[src/hw/rtl/vnb_pkg.sv]
// Shared types, widths and codes for the vertex normal blend core.
// No dependencies; every file but vnb_ram imports this package.
package vnb_pkg;

  localparam int MAX_VERTICES = 1024;
  localparam int ADDR_W       = $clog2(MAX_VERTICES);
  localparam int IDX_W        = 10;
  localparam int COORD_W      = 16;
  localparam int ENTRY_W      = 6 * COORD_W;
  localparam int T_W          = 16;
  localparam int CNT_W        = 11;

  localparam logic signed [T_W-1:0] ONE_Q14 = 16'sd16384;
  localparam int Q14_SH   = 14;
  localparam int HALF_Q14 = 8192;
  localparam int NORM_SH  = 12;

  // Weight divider: quotient below one in Q1.14
  localparam int WDIV_STEPS = 14;

  // Normalize datapath widths
  localparam int M_W        = 19;
  localparam int SQ_W       = 36;
  localparam int S_W        = 38;
  localparam int ROOT_W     = S_W / 2;
  localparam int SQR_W      = ROOT_W + 2;
  localparam int SQ_STEPS   = ROOT_W;
  localparam int NDIV_STEPS = 14;
  localparam int N_W        = M_W - 1 + NORM_SH + 1;

  localparam int MQ_DEPTH = 4;
  localparam int MQ_PW    = $clog2(MQ_DEPTH);
  localparam int OQ_DEPTH = 2;
  localparam int OQ_PW    = $clog2(OQ_DEPTH);

  localparam logic [1:0] OP_LOAD_A = 2'd0;
  localparam logic [1:0] OP_LOAD_B = 2'd1;
  localparam logic [1:0] OP_MORPH  = 2'd2;
  localparam logic [1:0] OP_NONE   = 2'd3;

  localparam logic [1:0] MODE_CLAMP = 2'd0;
  localparam logic [1:0] MODE_RAW   = 2'd1;
  localparam logic [1:0] MODE_INDEX = 2'd2;

  localparam logic CFG_WEIGHT_MODE  = 1'b0;
  localparam logic CFG_VERTEX_COUNT = 1'b1;

  typedef struct packed {
    logic [1:0]                op;
    logic [IDX_W-1:0]          vertex_index;
    logic signed [COORD_W-1:0] pos_x;
    logic signed [COORD_W-1:0] pos_y;
    logic signed [COORD_W-1:0] pos_z;
    logic signed [COORD_W-1:0] norm_x;
    logic signed [COORD_W-1:0] norm_y;
    logic signed [COORD_W-1:0] norm_z;
    logic signed [T_W-1:0]     blend_weight;
  } in_item_t;

  typedef struct packed {
    logic [IDX_W-1:0]          out_index;
    logic signed [COORD_W-1:0] out_pos_x;
    logic signed [COORD_W-1:0] out_pos_y;
    logic signed [COORD_W-1:0] out_pos_z;
    logic signed [COORD_W-1:0] out_norm_x;
    logic signed [COORD_W-1:0] out_norm_y;
    logic signed [COORD_W-1:0] out_norm_z;
  } out_item_t;

  // Front to back: a load entry or a morph with its weight resolved
  typedef struct packed {
    logic [1:0]            op;
    logic [IDX_W-1:0]      idx;
    logic [ENTRY_W-1:0]    entry;
    logic signed [T_W-1:0] t;
  } mid_t;

endpackage

[src/hw/rtl/vnb_front.sv]
// Front end: input capture, configuration registers, weight selection and
// the pipelined index/(count-1) divider. Depends on vnb_pkg.
module vnb_front import vnb_pkg::*; (
  input  logic             clk,
  input  logic             rst_n,
  input  logic             push,
  output logic             full,
  input  in_item_t         in_item,
  input  logic             cfg_valid,
  output logic             cfg_ready,
  input  logic             cfg_index,
  input  logic [CNT_W-1:0] cfg_data,
  output logic             mq_push,
  output mid_t             mq_item,
  input  logic             mq_full
);

  typedef struct packed {
    logic [1:0]            op;
    logic [IDX_W-1:0]      idx;
    logic [ENTRY_W-1:0]    entry;
    logic signed [T_W-1:0] t;
    logic                  use_div;
    logic [CNT_W-1:0]      d;
    logic [WDIV_STEPS-1:0] h;
    logic [CNT_W-1:0]      rem;
    logic [WDIV_STEPS-1:0] quo;
  } wtok_t;

  logic [1:0]       mode_r;
  logic [CNT_W-1:0] count_r;
  logic             vld_r [WDIV_STEPS+1];
  wtok_t            tok_r [WDIV_STEPS+1];
  logic             fadv;
  logic             accept;
  logic [CNT_W-1:0] dm1;
  wtok_t            prep;

  function automatic wtok_t wdiv_step(wtok_t s);
    wtok_t        o;
    logic [CNT_W:0] r2;
    logic         ge;
    o     = s;
    r2    = {s.rem, s.h[WDIV_STEPS-1]};
    ge    = r2 >= {1'b0, s.d};
    o.rem = ge ? CNT_W'(r2 - {1'b0, s.d}) : CNT_W'(r2);
    o.h   = s.h << 1;
    o.quo = {s.quo[WDIV_STEPS-2:0], ge};
    return o;
  endfunction

  assign cfg_ready = 1'b1;

  always_ff @(posedge clk) begin
    if (!rst_n) begin
      mode_r  <= MODE_CLAMP;
      count_r <= CNT_W'(MAX_VERTICES);
    end else if (cfg_valid) begin
      unique case (cfg_index)
        CFG_WEIGHT_MODE:  mode_r  <= cfg_data[1:0];
        CFG_VERTEX_COUNT: count_r <= cfg_data;
        default: ;
      endcase
    end
  end

  always_comb begin
    dm1        = count_r - CNT_W'(1);
    prep       = '0;
    prep.op    = in_item.op;
    prep.idx   = in_item.vertex_index;
    prep.entry = {in_item.norm_z, in_item.norm_y, in_item.norm_x,
                  in_item.pos_z, in_item.pos_y, in_item.pos_x};
    prep.d     = dm1;
    // Rounding term (d/2) enters as the low dividend bits
    prep.h     = WDIV_STEPS'(dm1 >> 1);
    prep.rem   = CNT_W'(in_item.vertex_index);
    case (mode_r)
      MODE_RAW: begin
        prep.t = in_item.blend_weight;
      end
      MODE_INDEX: begin
        if (count_r < CNT_W'(2)) begin
          prep.t = '0;
        end else if (CNT_W'(in_item.vertex_index) >= dm1) begin
          prep.t = ONE_Q14;
        end else begin
          prep.use_div = 1'b1;
        end
      end
      default: begin
        if (in_item.blend_weight < 16'sd0) begin
          prep.t = '0;
        end else if (in_item.blend_weight > ONE_Q14) begin
          prep.t = ONE_Q14;
        end else begin
          prep.t = in_item.blend_weight;
        end
      end
    endcase
  end

  // Whole front stalls only when its last stage cannot drain
  assign fadv   = !(vld_r[WDIV_STEPS] && mq_full);
  assign full   = !fadv;
  assign accept = push && fadv;

  always_ff @(posedge clk) begin
    if (!rst_n) begin
      for (int k = 0; k <= WDIV_STEPS; k++) begin
        vld_r[k] <= 1'b0;
      end
    end else if (fadv) begin
      vld_r[0] <= accept && (in_item.op != OP_NONE);
      for (int k = 1; k <= WDIV_STEPS; k++) begin
        vld_r[k] <= vld_r[k-1];
      end
    end
  end

  always_ff @(posedge clk) begin
    if (fadv) begin
      tok_r[0] <= prep;
      for (int k = 1; k <= WDIV_STEPS; k++) begin
        tok_r[k] <= wdiv_step(tok_r[k-1]);
      end
    end
  end

  assign mq_push       = vld_r[WDIV_STEPS] && !mq_full;
  assign mq_item.op    = tok_r[WDIV_STEPS].op;
  assign mq_item.idx   = tok_r[WDIV_STEPS].idx;
  assign mq_item.entry = tok_r[WDIV_STEPS].entry;
  assign mq_item.t     = tok_r[WDIV_STEPS].use_div ?
                         $signed(T_W'(tok_r[WDIV_STEPS].quo)) : tok_r[WDIV_STEPS].t;

endmodule

[config.mk]
export PLATFORM = sky130hd
export DESIGN_NAME = vnb_front
export DESIGN_NICKNAME = d
export VERILOG_FILES = /design/src/hw/rtl/vnb_pkg.sv /design/src/hw/rtl/vnb_front.sv
export SDC_FILE = /design/constraint.sdc
export NUM_CORES = 2
export LEC_CHECK = 0
export CORE_UTILIZATION = 50
export DETAILED_ROUTE_END_ITERATION = 12
export DONT_BUFFER_PORTS = 1
export GPL_TIMING_DRIVEN = 0
export PLACE_DENSITY = 0.68
export SYNTH_ARGS = -nofsm -noshare
export SYNTH_HDL_FRONTEND = slang
export SYNTH_SLANG_ARGS = --single-unit
export TNS_END_PERCENT = 30
[constraint.sdc]
create_clock -name clk -period 91 [get_ports clk]
set_input_delay 9.1 -clock clk [delete_from_list [all_inputs] [get_ports clk]]
set_output_delay 9.1 -clock clk [all_outputs]
set_load 0.05 [all_outputs]
## Word level (Yosys, flattened, before mapping)

Memories as Yosys holds them, arrays and structs flattened.
Cells that the tools add are included.

- Flip-flop bits (word level): 13
- Memory bits (writable): 2,640
- Bits of input ports: 141
- Output and inout bits: 127
- Word-level logic and storage cells: 106
- Memories kept: 2

Memory list:

| memory | words | bits a word | read ports | clocked after memory_dff | write ports | line | text |
|---|---|---|---|---|---|---|---|
| tok_r | 15 | 175 | 15 | 0 | 15 | vnb_front.sv:33 | `wtok_t tok_r [WDIV_STEPS+1];` |
| vld_r | 15 | 1 | 15 | 0 | 15 | vnb_front.sv:32 | `logic vld_r [WDIV_STEPS+1];` |

- Add/sub/neg operators: 15
- $lt $le $gt $ge: 18
- Equality and inequality tests: 3
- Muxes and demuxes: 42
- Bitwise gates (word level): 16
- Reductions and logical operators: 8

Operator list:

| operator | number |
|---|---|
| 12-bit by 11-bit >= comparator with 1-bit output | 14 |
| 11-bit 2-to-1 mux | 14 |
| 11-bit subtractor | 14 |
| 16-bit 2-to-1 mux | 4 |
| 16-bit case mux with 2 select lines | 1 |
| 1-bit 2-to-1 mux | 22 |
| 16-bit > comparator (second input constant) | 1 |
| 16-bit by 1-bit < comparator with 1-bit output (second input constant) | 1 |
| 15-bit 2-to-1 mux | 1 |
| 1-bit OR | 15 |
| 10-bit by 11-bit >= comparator with 1-bit output | 1 |
| 11-bit by 2-bit < comparator with 1-bit output (second input constant) | 1 |
| 11-bit by 1-bit subtractor with 11-bit output (second input constant) | 1 |
| 1-bit logical AND | 4 |
| 2-bit AND reduction | 2 |
| 2-bit by 1-bit == test with 1-bit output (second input constant) | 1 |
| 2-bit == test (second input constant) | 1 |
| 1-bit logical NOT | 2 |
| 2-bit inequality test (second input constant) | 1 |
| 1-bit NOT | 1 |

## Depth between registers and ports, before layout

An unclocked memory read counts as a cell.

- Word-level depth: 6
- Mapped depth: 12
- Mapped depth without buffers: 12

## Least setup slack after synthesis

No wires, ideal clock.

- Path type: input port to flip-flop
- Start: input mq_full
- End: memory vld_r[1][0] (netlist: vld_r[0][1]), data pin
- Arrival time: 74.982 ns
- Data required time: 90.569 ns
- Path slack: 15.586 ns
- Stages: 3
- Path buffers: 1
- Cell sequence: nand2_1 clkbuf_1 and3_1

RTL lines:

| element | line | text |
|---|---|---|
| start: declaration | vnb_front.sv:15 | `input logic mq_full` |
| end: declaration | vnb_front.sv:32 |  |

## Worst setup path in the final report

- Start: input mq_full
- End: output mq_push

- Cells in the longest elaborated chain, start to end: 2

Ends and longest elaborated chain:

| element | line | text |
|---|---|---|
| 1-bit logical NOT | vnb_front.sv:130 | `assign mq_push = vld_r[WDIV_STEPS] && !mq_full;` |
| 1-bit logical AND | vnb_front.sv:130 |  |
| end: declaration | vnb_front.sv:13 | `output logic mq_push,` |

Every way passes these cells.

==> results.md <==
- Status: complete, no violations
- Fin. Hold Viols: 0
- Leakage dissipation: 0.0342 uW
- Max clock buf depth: 3
- Antenna-violating nets left: 0
- Post-synth cell types: 60
- Drt initial violations: 2,100
- Final setup viols: 0
- Hold Crit Class: flop to flop
- Sw frac: 0.240
- Critical-path cell list: nor2b_1
- Post-Synth Adder-Cell Area: 0.0296
- Final WL: 101 mm
- Initial antenna violation count: 5
- Vias/cell: 4.92
- Largest net degree at the start of global routing: 76
- Post-DP HPWL: 61.0 mm
- Worst-margin pin slew: 1300 ps
- WP buf/inv: 0
- Post-CTS Hold Buffers: 0
- Achievable clock frequency: 52.9 MHz
- Pwr Total: about 2600 uW
- Insertion delay to the later sink of the worst-skew pair: 850 ps
- Delay-heaviest family, CP: simple AND/OR/NAND/NOR gates
- GRT Total Usage: 0.125
- Post-synth EDFFs: 2,291
- CP max stage cell: nor2b_1
- Full die area: around 0.16 mm2
- GPL Wtd Cong: ~0.83
- Final WS setup: 72,100 ps
- CP Max Fanout: 2
- Cell Area, Synth: 0.0793 mm2
- Rows: 145
- Register share of total power: 0.512
- Synth area leaders: edfxtp_1, ha_1, buf_4
- Vias in the first global route: 30,566
- Port bufs: 0
- Core Util, Final: 0.576
- Tmin final: ~19,000 ps
- Arrival @ worst endpoint: 9800 ps
- Die width: 400 um
- Top_reg_cell synth: edfxtp_1
- Setup Buffers After CTS: 0
- Routed len/inst: 16.1 um
- Post-cts resize count: 0
- Yosys reg bits: 2,305
- Critical Path End Type: primary output
- DRC viols: 0
- Core area: 0.157 mm2
- Synth Area in Compound Gates: 0.0342
- P_sw: approximately 640 uW
- Syn nets: 4,080
- Multi-input gate area: approximately 0.0086 mm2
- Critical path class: primary input to primary output
- Max-slew headroom: 0.135
- CP required: 81,900 ps
- Final slew viol count: 0
- Post-synthesis mux area share: 0.00773
- Fin crit share: 0.208
- FF/Latch Area: between 0.06 and 0.07 mm2
- Yosys top cell area share: 0.867
- Via count: 30,789
- Sequential area share after synthesis: 0.871
- Share of cells above drive strength 1: 0.136
- Syn Inst Count: 3,759
- Internal Pwr Total: 2010 uW
- I/O pin count: around 270
- Layout area overhead: 14.0%
- Comb pwr share: 0.142
- Setup TNS: 0 ps
- Initial Utilization: 0.506
- Clk_skew: approximately 80 ps
- VDD IR-drop max: 0.0203 mV
- CTS Sinks: ~2,300
- Drt first pass iters: 5
- Root Buffer: clkbuf_16
- # diodes: 0
- Max capacitance violation total: 0
- CTS tree: yes
- Yosys warnings: 0
- Worst path max stage delay: 700 ps
- Post-Synth Simple-Gate Area: 0.0257
- Place WS: 72,110 ps
- Asr flop ratio synth: 0
- First-pass GRT wire length: 159 mm
- Die Ht: 400 um
- RSZ-0062 raised after global routing: no
- Num CTS Buffers: about 220
- Pwr dens: 29.3 mW/mm2
- Layout filler cell count: between 10,000 and 15,000
- Critical path launch point type: primary input
- Post-Syn Area per Cell: 21.1 um2
- H-tree levels: 4
- Post-synth top area cell: edfxtp_1
- Gr ovfl total: 0
- Power share of the clock group: 0.346
- Final nets: 4,337
- XOR/XNOR Fraction of Synth Area: 0.0107
- Largest family of logic cells by synthesized area: compound AO/OA/AOI/OAI gates
- Clock slew at reported path FFs: 60 ps
-- placed cells by master, fill, tap and decap left out, types with 41 or more instances in the layout --
| cell type | n |
|---|---|
| clkbuf_16 | 220 |
| ha_1 | 167 |
| mux2_2 | 50 |
| inv_1 | 188 |
| clkbuf_1 | 45 |
| nor2_1 | 116 |
| xor2_1 | 56 |
| xnor2_1 | 41 |
| a21oi_1 | 125 |
| buf_4 | 110 |
| edfxtp_1 | 2291 |
| o21ai_0 | 75 |
| nand2_1 | 96 |
| clkinv_2 | 47 |
-- sequential cells by signal, summed over array words and instances (netlist names) --
register / count
tok_r: 2277
count_r: 11
vld_r: 15
mode_r: 2
-- cells by family (layout without fill, tap and decap cells) --
kind of cell / after synthesis / in the layout
DFF: 2305 / 2305
xor gates and xnor gates: 97 / 97
muxes: 54 / 54
and+or+nand+nor: 407 / 407
AOI/OAI and AO/OA: 392 / 392
adders and majority gates: 180 / 180
buffers and inverters: 323 / 767
other: 1 / 1
-- metal layers --
| metal | up-vias | part of all wire | global-route usage |
|---|---|---|---|
| li1 | 15013 | - | - |
| met1 | 15028 | 0.43 | 0.153 |
| met2 | 526 | 0.49 | 0.209 |
| met3 | 216 | 0.050 | 0.0359 |
| met4 | 6 | 0.029 | 0.0503 |
| met5 | - | 0.00041 | 0 |
-- stage by stage --
step | hold slack [ps] | instances | area (um2)
2_1_floorplan | 400 | 3759 | 79300
3_3_place_gp | 400 | 5817 | 81900
3_5_place_dp | 405 | 5853 | 82900
4_1_cts | 354 | 6261 | 90400
5_1_grt | 356 | 6261 | 90400
6_report | 352 | 6261 | 90400
-- synthesized netlist by cell type, drive strengths merged, types with 4 or more instances --
cell type and instances:
inv 190, a21o 30, a31oi 4, nand3b 22
and2 22, a21oi 125, dfxtp 14, nand2 96
edfxtp 2291, mux2 52, o21ai 76, a21boi 21
buf 125, nor2 118, o21a 35, nand2b 10
or4 13, nand3 19, nor4 15, xnor2 41
a211o 8, a211oi 17, nand4 24, o31a 12
o31ai 10, fa 13, o2111ai 8, nor3 18
and3 8, ha 167, o211ai 4, o22ai 11
clkbuf 8, o211a 4, xor2 56, nor2b 23
o21bai 18, or3 14
-- power groups by stage --
stage	registers [uW]	logic (uW)	clock network, uW
final	1360	375	917
after global routing	1370	418	988
after CTS	1360	377	948
after detailed placement	1380	373	0
after global placement	1370	363	0
after floorplan	1360	303	0
-- worst paths after layout --
check,start,to,slack [ps],depth (start not counted)
max,mq_full,mq_push,72100,1
min,tok_r[1][351]$_DFFE_PN_,tok_r[1][527]$_DFFE_PN_,350,0
max reg2reg,vld_r[1][6]$_SDFFCE_PN0P_,tok_r[0][1323]$_DFFE_PN_,87770,8
min reg2reg,tok_r[1][351]$_DFFE_PN_,tok_r[1][527]$_DFFE_PN_,350,0
-- cell type report --
class | instances | share of cell area
Multi-Input combinational cell | 1131 | 0.0948
Clock inverter | 147 | 0.0203
Inverter | 190 | 0.00789
Sequential cell | 2305 | 0.764
Clock buffer | 261 | 0.0629
Timing Repair Buffer | 36 | 0.0108
Tap cell | 2058 | 0.0285
Buffer | 133 | 0.0108
Power figures use the tool's default switching activity.
