==> src/hw/rtl/vnb_pkg.sv <==
// Shared types, widths and codes for the vertex normal blend core.
// No dependencies; every file but vnb_ram imports this package.
package vnb_pkg;

  localparam int MAX_VERTICES = 1024;
  localparam int ADDR_W       = $clog2(MAX_VERTICES);
  localparam int IDX_W        = 10;
  localparam int COORD_W      = 16;
  localparam int ENTRY_W      = 6 * COORD_W;
  localparam int T_W          = 16;
  localparam int CNT_W        = 11;

  localparam logic signed [T_W-1:0] ONE_Q14 = 16'sd16384;
  localparam int Q14_SH   = 14;
  localparam int HALF_Q14 = 8192;
  localparam int NORM_SH  = 12;

  // Weight divider: quotient below one in Q1.14
  localparam int WDIV_STEPS = 14;

  // Normalize datapath widths
  localparam int M_W        = 19;
  localparam int SQ_W       = 36;
  localparam int S_W        = 38;
  localparam int ROOT_W     = S_W / 2;
  localparam int SQR_W      = ROOT_W + 2;
  localparam int SQ_STEPS   = ROOT_W;
  localparam int NDIV_STEPS = 14;
  localparam int N_W        = M_W - 1 + NORM_SH + 1;

  localparam int MQ_DEPTH = 4;
  localparam int MQ_PW    = $clog2(MQ_DEPTH);
  localparam int OQ_DEPTH = 2;
  localparam int OQ_PW    = $clog2(OQ_DEPTH);

  localparam logic [1:0] OP_LOAD_A = 2'd0;
  localparam logic [1:0] OP_LOAD_B = 2'd1;
  localparam logic [1:0] OP_MORPH  = 2'd2;
  localparam logic [1:0] OP_NONE   = 2'd3;

  localparam logic [1:0] MODE_CLAMP = 2'd0;
  localparam logic [1:0] MODE_RAW   = 2'd1;
  localparam logic [1:0] MODE_INDEX = 2'd2;

  localparam logic CFG_WEIGHT_MODE  = 1'b0;
  localparam logic CFG_VERTEX_COUNT = 1'b1;

  typedef struct packed {
    logic [1:0]                op;
    logic [IDX_W-1:0]          vertex_index;
    logic signed [COORD_W-1:0] pos_x;
    logic signed [COORD_W-1:0] pos_y;
    logic signed [COORD_W-1:0] pos_z;
    logic signed [COORD_W-1:0] norm_x;
    logic signed [COORD_W-1:0] norm_y;
    logic signed [COORD_W-1:0] norm_z;
    logic signed [T_W-1:0]     blend_weight;
  } in_item_t;

  typedef struct packed {
    logic [IDX_W-1:0]          out_index;
    logic signed [COORD_W-1:0] out_pos_x;
    logic signed [COORD_W-1:0] out_pos_y;
    logic signed [COORD_W-1:0] out_pos_z;
    logic signed [COORD_W-1:0] out_norm_x;
    logic signed [COORD_W-1:0] out_norm_y;
    logic signed [COORD_W-1:0] out_norm_z;
  } out_item_t;

  // Front to back: a load entry or a morph with its weight resolved
  typedef struct packed {
    logic [1:0]            op;
    logic [IDX_W-1:0]      idx;
    logic [ENTRY_W-1:0]    entry;
    logic signed [T_W-1:0] t;
  } mid_t;

endpackage

==> src/hw/rtl/vnb_queue.sv <==
// Short flop queue between the front and back ends.
// Depends on vnb_pkg for mid_t and depth.
module vnb_queue import vnb_pkg::*; (
  input  logic clk,
  input  logic rst_n,
  input  logic q_push,
  input  mid_t q_wr_item,
  output logic q_full,
  input  logic q_pop,
  output mid_t q_rd_item,
  output logic q_empty
);

  mid_t             q_r [MQ_DEPTH];
  logic [MQ_PW-1:0] wp_r;
  logic [MQ_PW-1:0] rp_r;
  logic [MQ_PW:0]   cnt_r;

  assign q_full    = cnt_r == (MQ_PW+1)'(MQ_DEPTH);
  assign q_empty   = cnt_r == '0;
  assign q_rd_item = q_r[rp_r];

  always_ff @(posedge clk) begin
    if (!rst_n) begin
      wp_r  <= '0;
      rp_r  <= '0;
      cnt_r <= '0;
    end else begin
      if (q_push) begin
        wp_r <= wp_r + MQ_PW'(1);
      end
      if (q_pop) begin
        rp_r <= rp_r + MQ_PW'(1);
      end
      if (q_push && !q_pop) begin
        cnt_r <= cnt_r + (MQ_PW+1)'(1);
      end else if (q_pop && !q_push) begin
        cnt_r <= cnt_r - (MQ_PW+1)'(1);
      end
    end
  end

  always_ff @(posedge clk) begin
    if (q_push) begin
      q_r[wp_r] <= q_wr_item;
    end
  end

endmodule

==> config.mk <==
export PLATFORM = sky130hd
export DESIGN_NAME = vnb_queue
export DESIGN_NICKNAME = d
export VERILOG_FILES = /design/src/hw/rtl/vnb_pkg.sv /design/src/hw/rtl/vnb_queue.sv
export SDC_FILE = /design/constraint.sdc
export NUM_CORES = 1
export LEC_CHECK = 0
export BUFFER_PORTS_ARGS = -buffer_cell sky130_fd_sc_hd__buf_2
export CAP_MARGIN = 20
export CORE_AREA = 3 3 196 198
export DETAILED_ROUTE_END_ITERATION = 7
export DIE_AREA = 0 0 199 201
export HOLD_SLACK_MARGIN = 0.08
export PLACE_DENSITY_LB_ADDON = 0.08
export SLEW_MARGIN = 20
export SYNTH_ARGS = -nofsm -noshare
export SYNTH_HDL_FRONTEND = slang
export SYNTH_SLANG_ARGS = --single-unit
==> constraint.sdc <==
create_clock -name clk -period 7.5 [get_ports clk]
set_clock_uncertainty 0.15 [all_clocks]
set_input_delay 1.5 -clock clk [delete_from_list [all_inputs] [get_ports clk]]
set_output_delay 1.5 -clock clk [all_outputs]
set_load 0.05 [all_outputs]
Word level (Yosys, flattened, before mapping)
Memories as Yosys holds them, arrays and structs flattened. A register that Yosys moved wholly into a read port is not among the register bits.
Index checks and enable logic that the tools add are counted.
Cells by class
  add/subtract/negate cells: 4
  multipliers: 0
  div/mod/pow operators: 0
  magnitude comparators: 0
  eq/ne operators: 1
  shift-type cells: 0
  muxes and demuxes: 6
  bitwise logic cells: 0
  reduce and logical (&&, ||, !) cells: 6
Operator list (number)
  2-to-1 mux 3 bit: 2
  adder 2 x 1 -> 2 bit (second input constant): 2
  2-to-1 mux 2 bit: 2
  adder 3 x 1 -> 3 bit (second input constant): 1
  == test 3 bit (second input constant): 1
  logical NOT 3 bit: 1
  subtractor 3 x 1 -> 3 bit (second input constant): 1
  logical AND 1 bit: 2
  logical NOT 1 bit: 2
  2-to-1 mux 1 bit: 2
  nonzero test 2 bit: 1
Storage, ports and cells
  bits in registers: 7
  latch bits: 0
  RAM bits: 496
  bits in read-only memories: 0
  output and inout bits: 126
  word-level logic and storage cells: 21
  memories: 1
Memory list
  q_r: words 4, bits a word 124, read ports 1, clocked after Yosys merged registers in 1, wr ports 1, line vnb_queue.sv:14  | mid_t q_r [MQ_DEPTH];

Longest topological paths before layout
Gate-level depths: netlist of the first run.
  depth after elaboration: 4
  depth in mapped cells: 7

Worst setup path before layout of the first run
OpenSTA, ideal clock, no wires.
  kind: input-to-reg
  start: input port q_push
  end: memory q_r[0][0] (netlist name), enable pin
  arrival: 4344 ps
  required time: 6853 ps
  setup slack: 2509 ps
  stages on the path: 1
  path through: and2_1
On the way
  word-level cells in the longest chain between the ends: 2
RTL lines
  start, declared: line vnb_queue.sv:6  | input logic q_push,
  2-to-1 mux 1 bit: line vnb_queue.sv:44  | if (q_push) begin
  2-to-1 mux 1 bit (not written as such): line vnb_queue.sv:45  | q_r[wp_r] <= q_wr_item;
  end, declared: line vnb_queue.sv:14
Every way passes these cells.

==> flow_summary_export.csv, run 1 <==
group,metric,value,unit
synthesis,ys.flop_type,"edfxtp_1",
die,ios,254,
power,powerDensity,305,nW/µm²
synthesis,synth_top_area_share,81.3,%
setup_path,criticalPathCategory,"register to primary output",
finish,nets,1110,
synthesis,avgSynthCellArea,26.5,µm²
clocking,cts_root_buffer,"clkbuf_16",
timing,drv_slew,0,
routing,ant_nets,0,
finish,final_layout_size_suffix_gt1_share,45.3,%
die,row_count,70,
routing,wl_per_cell,23.8,µm
global_route,antenna_found_initial,10,
synthesis,netlist_area,18300,µm²
run_status,status,"finished, final reports clean",
synthesis,synth_fp_nets,825,
placed_design,hpwl,21300,µm
routing,routed_wl,35300,µm
global_route,grt_pass1_vias,8814,
timing,rsz0062_at_grt,"no",
timing,worstMarginPinSlew,1.00,ns
synthesis,yosys.area.top_type,"edfxtp_1",
timing,timing.fmax,211,MHz
setup_path,crit_chain,"buf_12, mux4_2, buf_2",
global_route,grt.busiest_layer,"met2",
setup_path,worstPathArrival,3.08,ns
placed_design,place.gp.congestion,0.751,
clocking,cts_resized,0,
synthesis,synth_area_leaders,"edfxtp_1 (81%), mux4_2 (15%), dfxtp_1 (0.98%)",
power,power,6.61,mW
setup_path,slowest_delay,0.95,ns
clocking,path_clk_slew,0.06,ns
timing,setup_violations,0,
timing,fin_setup_tns,0,ns
finish,mostFrequentLayoutCells,"edfxtp_1 (496), buf_2 (253), mux4_2 (124), clkbuf_16 (53)",
power,ir_worst_vdd,221,µV
clocking,clk_latency,0.56,ns
die,initial_core_util,49.9,%
setup_path,required,5.85,ns
global_route,grt_remaining_overflow,0,
die,die_width,199,µm
setup_path,crit_path_end_kind,"primary output",
die,core_area,36700,µm²
timing,relSlewSlack,33.1,%
clocking,hold_buffers,0,
setup_path,critical-path-top-delay-family,"flip-flops",
clocking,clk_path_buf_depth,3,
finish,layout_commonest_cell,"edfxtp_1",
power,p_leak,7.27,nW
placed_design,port_buffers,253,
setup_path,path_buf_inv,2,
timing,hold_violations,0,
finish,fillers,2627,
die,die_y,201,µm
synthesis,synth_cell_types,20,
setup_path,regToRegSetupSlack,4.61,ns
die,dieArea,40000,µm²
timing,period_share,63.1,%
hold_path,hold_path.class,"register to register",
global_route,met2_usage,28.7,%
synthesis,ys_seq_area_share,82.3,%
synthesis,synthArstFlopShare,0,%
timing,period_minus_slack,4.73,ns
setup_path,crit_fanout,72,
routing,first_iter_violations,394,
clocking,htree_levels,2,
routing,vias,8160,
routing,via_per_inst,5.50,
routing,drc,0,
synthesis,yosys_warnings,0,
job,drv_cap,0,
global_route,grt_first_pass_wirelength,53700,µm
clocking,tritoncts,"built",
setup_path,start_kind,"register",
global_route,gr-usage-met1,23.3,%
synthesis,synth_cells,691,
setup_path,worst_path_max_delay_cell,"dfxtp_4",
global_route,grt_max_degree,78,
routing,first_pass_iters,4,
global_route,grtUsageTotal,17.9,%
synthesis,synth_edf_count,496,
clocking,cts_setup_buffers,0,
finish,area_growth,18.4,%
clocking,clock-sinks,505,
clocking,cts_buffers,51,
synthesis,ys_seq_elements,505,
global_route,use_met3,5.71,%
[logic make-up after synthesis]
logic type / Yosys count / synth area share, %
flops: 505 / 82.3
xor+xnor: 5 / 0.239
fa+ha+maj: 6 / 0.451
compound gates: 2 / 0.0683
mux: 126 / 15.4
simple gates: 15 / 0.499
buf+inv: 32 / 1.08
[power breakdown]
group / internal [mW] / switching, mW
Combinational: 0.260 / 0.625
Sequential: 3.25 / 0.0540
Clock: 1.45 / 0.981
Total: 4.95 / 1.66
[final timing paths]
kind | from | end | cells after the start
worst min register to register | cnt_r[2]$_SDFFE_PN0P_ | cnt_r[2]$_SDFFE_PN0P_ | 2
worst min-delay path | cnt_r[2]$_SDFFE_PN0P_ | cnt_r[2]$_SDFFE_PN0P_ | 2
worst max register to register | wp_r[0]$_SDFFE_PN0P_ | q_r[0][52]$_DFFE_PP_ | 4
worst max-delay path | register | q_rd_item[20] | 3
[area by class of cell]
type                            count  area (µm²)  share of cell area [%]
Tap cell                          468         586                    2.70
Clock inverter                     25         240                    1.11
Antenna cell                        4        10.0                  0.0462
Clock buffer                       63        1360                    6.29
Timing Repair Buffer              260        1340                    6.16
Inverter                            4        15.0                  0.0692
Sequential cell                   505       15100                    69.6
Multi-Input combinational cell    154        3050                    14.1
[registers in the layout, indices dropped and copies added (netlist names), named ones only]
| register | flops |
|---|---|
| cnt_r | 3 |
| wp_r | 2 |
| rp_r | 2 |
| q_r | 496 |
[worst min-delay path, stage by stage, from the launching register on]
cell and delay (ns):
dfxtp_1 0.33, o21ai_0 0.08, a21boi_0 0.07
[Yosys cell counts (all sizes together), types with 2 or more instances]
library cell  count
and2              9
buf              22
clkbuf            6
dfxtp             9
edfxtp          496
ha                5
inv               4
mux2i             2
mux4            124
nor2b             2
xnor2             2
xor2              3
[through the flow]
stage	cell area, µm²	util [%]	worst slack [ns]	instances	hold slack, ns
after floorplan	18300	-	2.51	691	0.322
after global placement	20100	54.7	3.17	1391	0.335
after detailed placement	20100	54.7	3.23	1391	0.370
after CTS	21700	59.1	2.61	1479	0.379
after global routing	21700	59.1	2.47	1481	0.432
final	21700	59.1	2.77	1483	0.376
[routing by layer]
metal	vias to the layer above	share of wire [%]	routed length, µm
met3	83	7.6	2690
met5	-	0.31	110
met1	4276	39	13700
li1	3557	-	-
met2	228	50	17700
met4	16	3.2	1120
No activity file was read; power rests on OpenSTA's default activity.
==> run 2, diff against run 1 <==
==> constraint.sdc (replaced) <==
create_clock -name clk -period 4.81 [get_ports clk]
set_clock_uncertainty 0.15 [all_clocks]
set_input_delay 0.962 -clock clk [delete_from_list [all_inputs] [get_ports clk]]
set_output_delay 0.962 -clock clk [all_outputs]
set_load 0.05 [all_outputs]
==> run 2 against run 1 <==
  * First-iteration DRC count rose by 16%
  * Global-route usage increased by 0.40 points
  * Register-to-register slack lost 2.2 ns
  * Total power increased by 59%
  * Sequential power is 55% higher
  * Via count increased by 0.92%
  * Wire length is 3.0% higher
  * Hold slack worse by 0.0066 ns
  * Sequential share of layout area decreased by 0.75 points
  * Die area stayed put
  * Combinational power is 60% higher
  * Cell count increased by 0.88%
==> flow_summary_export.csv, run 2 (synthesized netlist as in run 1, its figures left out) <==
group,metric,value,unit
run_status,status,"finished, final reports clean",
routing,vias,8235,
clocking,clk_path_buf_depth,3,
timing,holdWs,0.369,ns
finish,final_layout_size_suffix_gt1_share,46.5,%
clocking,tritoncts,"built",
timing,timing.fmax,272,MHz
timing,setup_violations,0,
finish,largest_register_ffs,496,
placed_design,place_ws,1.66,ns
routing,first_iter_violations,459,
finish,nets,1119,
die,dieArea,40000,µm²
job,drv_cap,0,
global_route,antenna_found_initial,8,
timing,period_share,76.4,%
clocking,cts_root_buffer,"clkbuf_16",
setup_path,required,3.70,ns
clocking,cts_resized,0,
global_route,grtUsageTotal,18.3,%
clocking,hold_buffers,0,
timing,fin_setup_tns,0,ns
clocking,htree_levels,2,
power,powerDensity,479,nW/µm²
timing,timing.final.ws_setup,1.13,ns
finish,multi_input_area,3050,µm²
power,power,10.5,mW
finish,reg.largest.list,"q_r: 496 flops, cnt_r: 3 flops",
timing,rsz0062_at_grt,"no",
die,die_width,199,µm
finish,regArea,15100,µm²
clocking,cts_buffers,50,
setup_path,criticalPathCategory,"register to primary output",
finish,mostFrequentLayoutCells,"edfxtp_1 (496), buf_2 (253), mux4_2 (124), clkbuf_16 (53), clkinv_2 (11)",
hold_path,hold_path.class,"register to register",
clocking,clk_latency,0.55,ns
power,ir_worst_vdd,413,µV
die,core_area,36700,µm²
routing,first_pass_iters,4,
global_route,grt_first_pass_wirelength,55000,µm
routing,via_per_inst,5.50,
global_route,grt_remaining_overflow,0,
placed_design,place_area,20200,µm²
placed_design,hpwl,22700,µm
routing,drc,0,
clocking,path_clk_slew,0.06,ns
global_route,grt_max_degree,65,
timing,drv_slew,0,
clocking,cts_setup_buffers,0,
die,row_count,70,
placed_design,place.gp.congestion,0.750,
die,ios,254,
power,p_leak,7.38,nW
routing,ant_nets,0,
setup_path,crit_path_end_kind,"primary output",
finish,layout_commonest_cell,"edfxtp_1",
timing,worstMarginPinSlew,0.904,ns
placed_design,port_buffers,253,
finish,fillers,2619,
finish,design_area,21900,µm²
setup_path,crit_fanout,31,
routing,routed_wl,36400,µm
timing,hold_violations,0,
routing,wl_per_cell,24.3,µm
timing,relSlewSlack,39.7,%
setup_path,start_kind,"register",
finish,largest_register,"q_r",
die,die_y,201,µm
timing,period_minus_slack,3.68,ns
die,initial_core_util,49.9,%
finish,area_growth,19.7,%
global_route,grt_pass1_vias,8908,
clocking,clock-sinks,505,
setup_path,worstPathArrival,2.56,ns
## run 2: path summary, 6_finish.rpt
kind	from	end	slack, ns	cells past startpoint
hold reg to reg	cnt_r[2]$_SDFFE_PN0P_	cnt_r[2]$_SDFFE_PN0P_	0.37	2
setup / recovery	register	q_rd_item[58]	1.13	3
hold / removal	cnt_r[2]$_SDFFE_PN0P_	cnt_r[2]$_SDFFE_PN0P_	0.37	2
setup reg to reg	wp_r[0]$_SDFFE_PN0P_	q_r[1][11]$_DFFE_PP_	2.42	3
## run 2: cell type report
type / instances / area share, %
Timing Repair Buffer: 270 / 6.76
Antenna cell: 2 / 0.0228
Sequential cell: 505 / 68.8
Inverter: 4 / 0.0685
Tap cell: 468 / 2.67
Clock buffer: 62 / 6.20
Multi-Input combinational cell: 154 / 13.9
Clock inverter: 31 / 1.55
## run 2: worst max-delay path, stage by stage (launching register included)
cell and delay, ns:
dfxtp_4 0.78, buf_12 0.35, mux4_2 0.60, buf_2 0.24
## run 2: routing by layer
layer  routed length [µm]  vias to the layer above  GRT usage, %
met5                   76                        -             0
met4                  732                       12          5.20
met3                 2710                       62          5.86
met2                17900                      233          29.0
met1                15000                     4348          24.8
li1                     -                     3580             -
## run 2: through the flow
step / cells / utilization, %
final: 1496 / 59.7
after global routing: 1494 / 59.7
after CTS: 1494 / 59.7
after detailed placement: 1401 / 55.1
after global placement: 1401 / 55.1
after floorplan: 691 / -
## run 2: where the power goes
group	total [mW]	internal, mW	switching, mW
clock network	3.94	2.38	1.56
logic	1.42	0.422	1.00
registers	5.13	5.06	0.0697
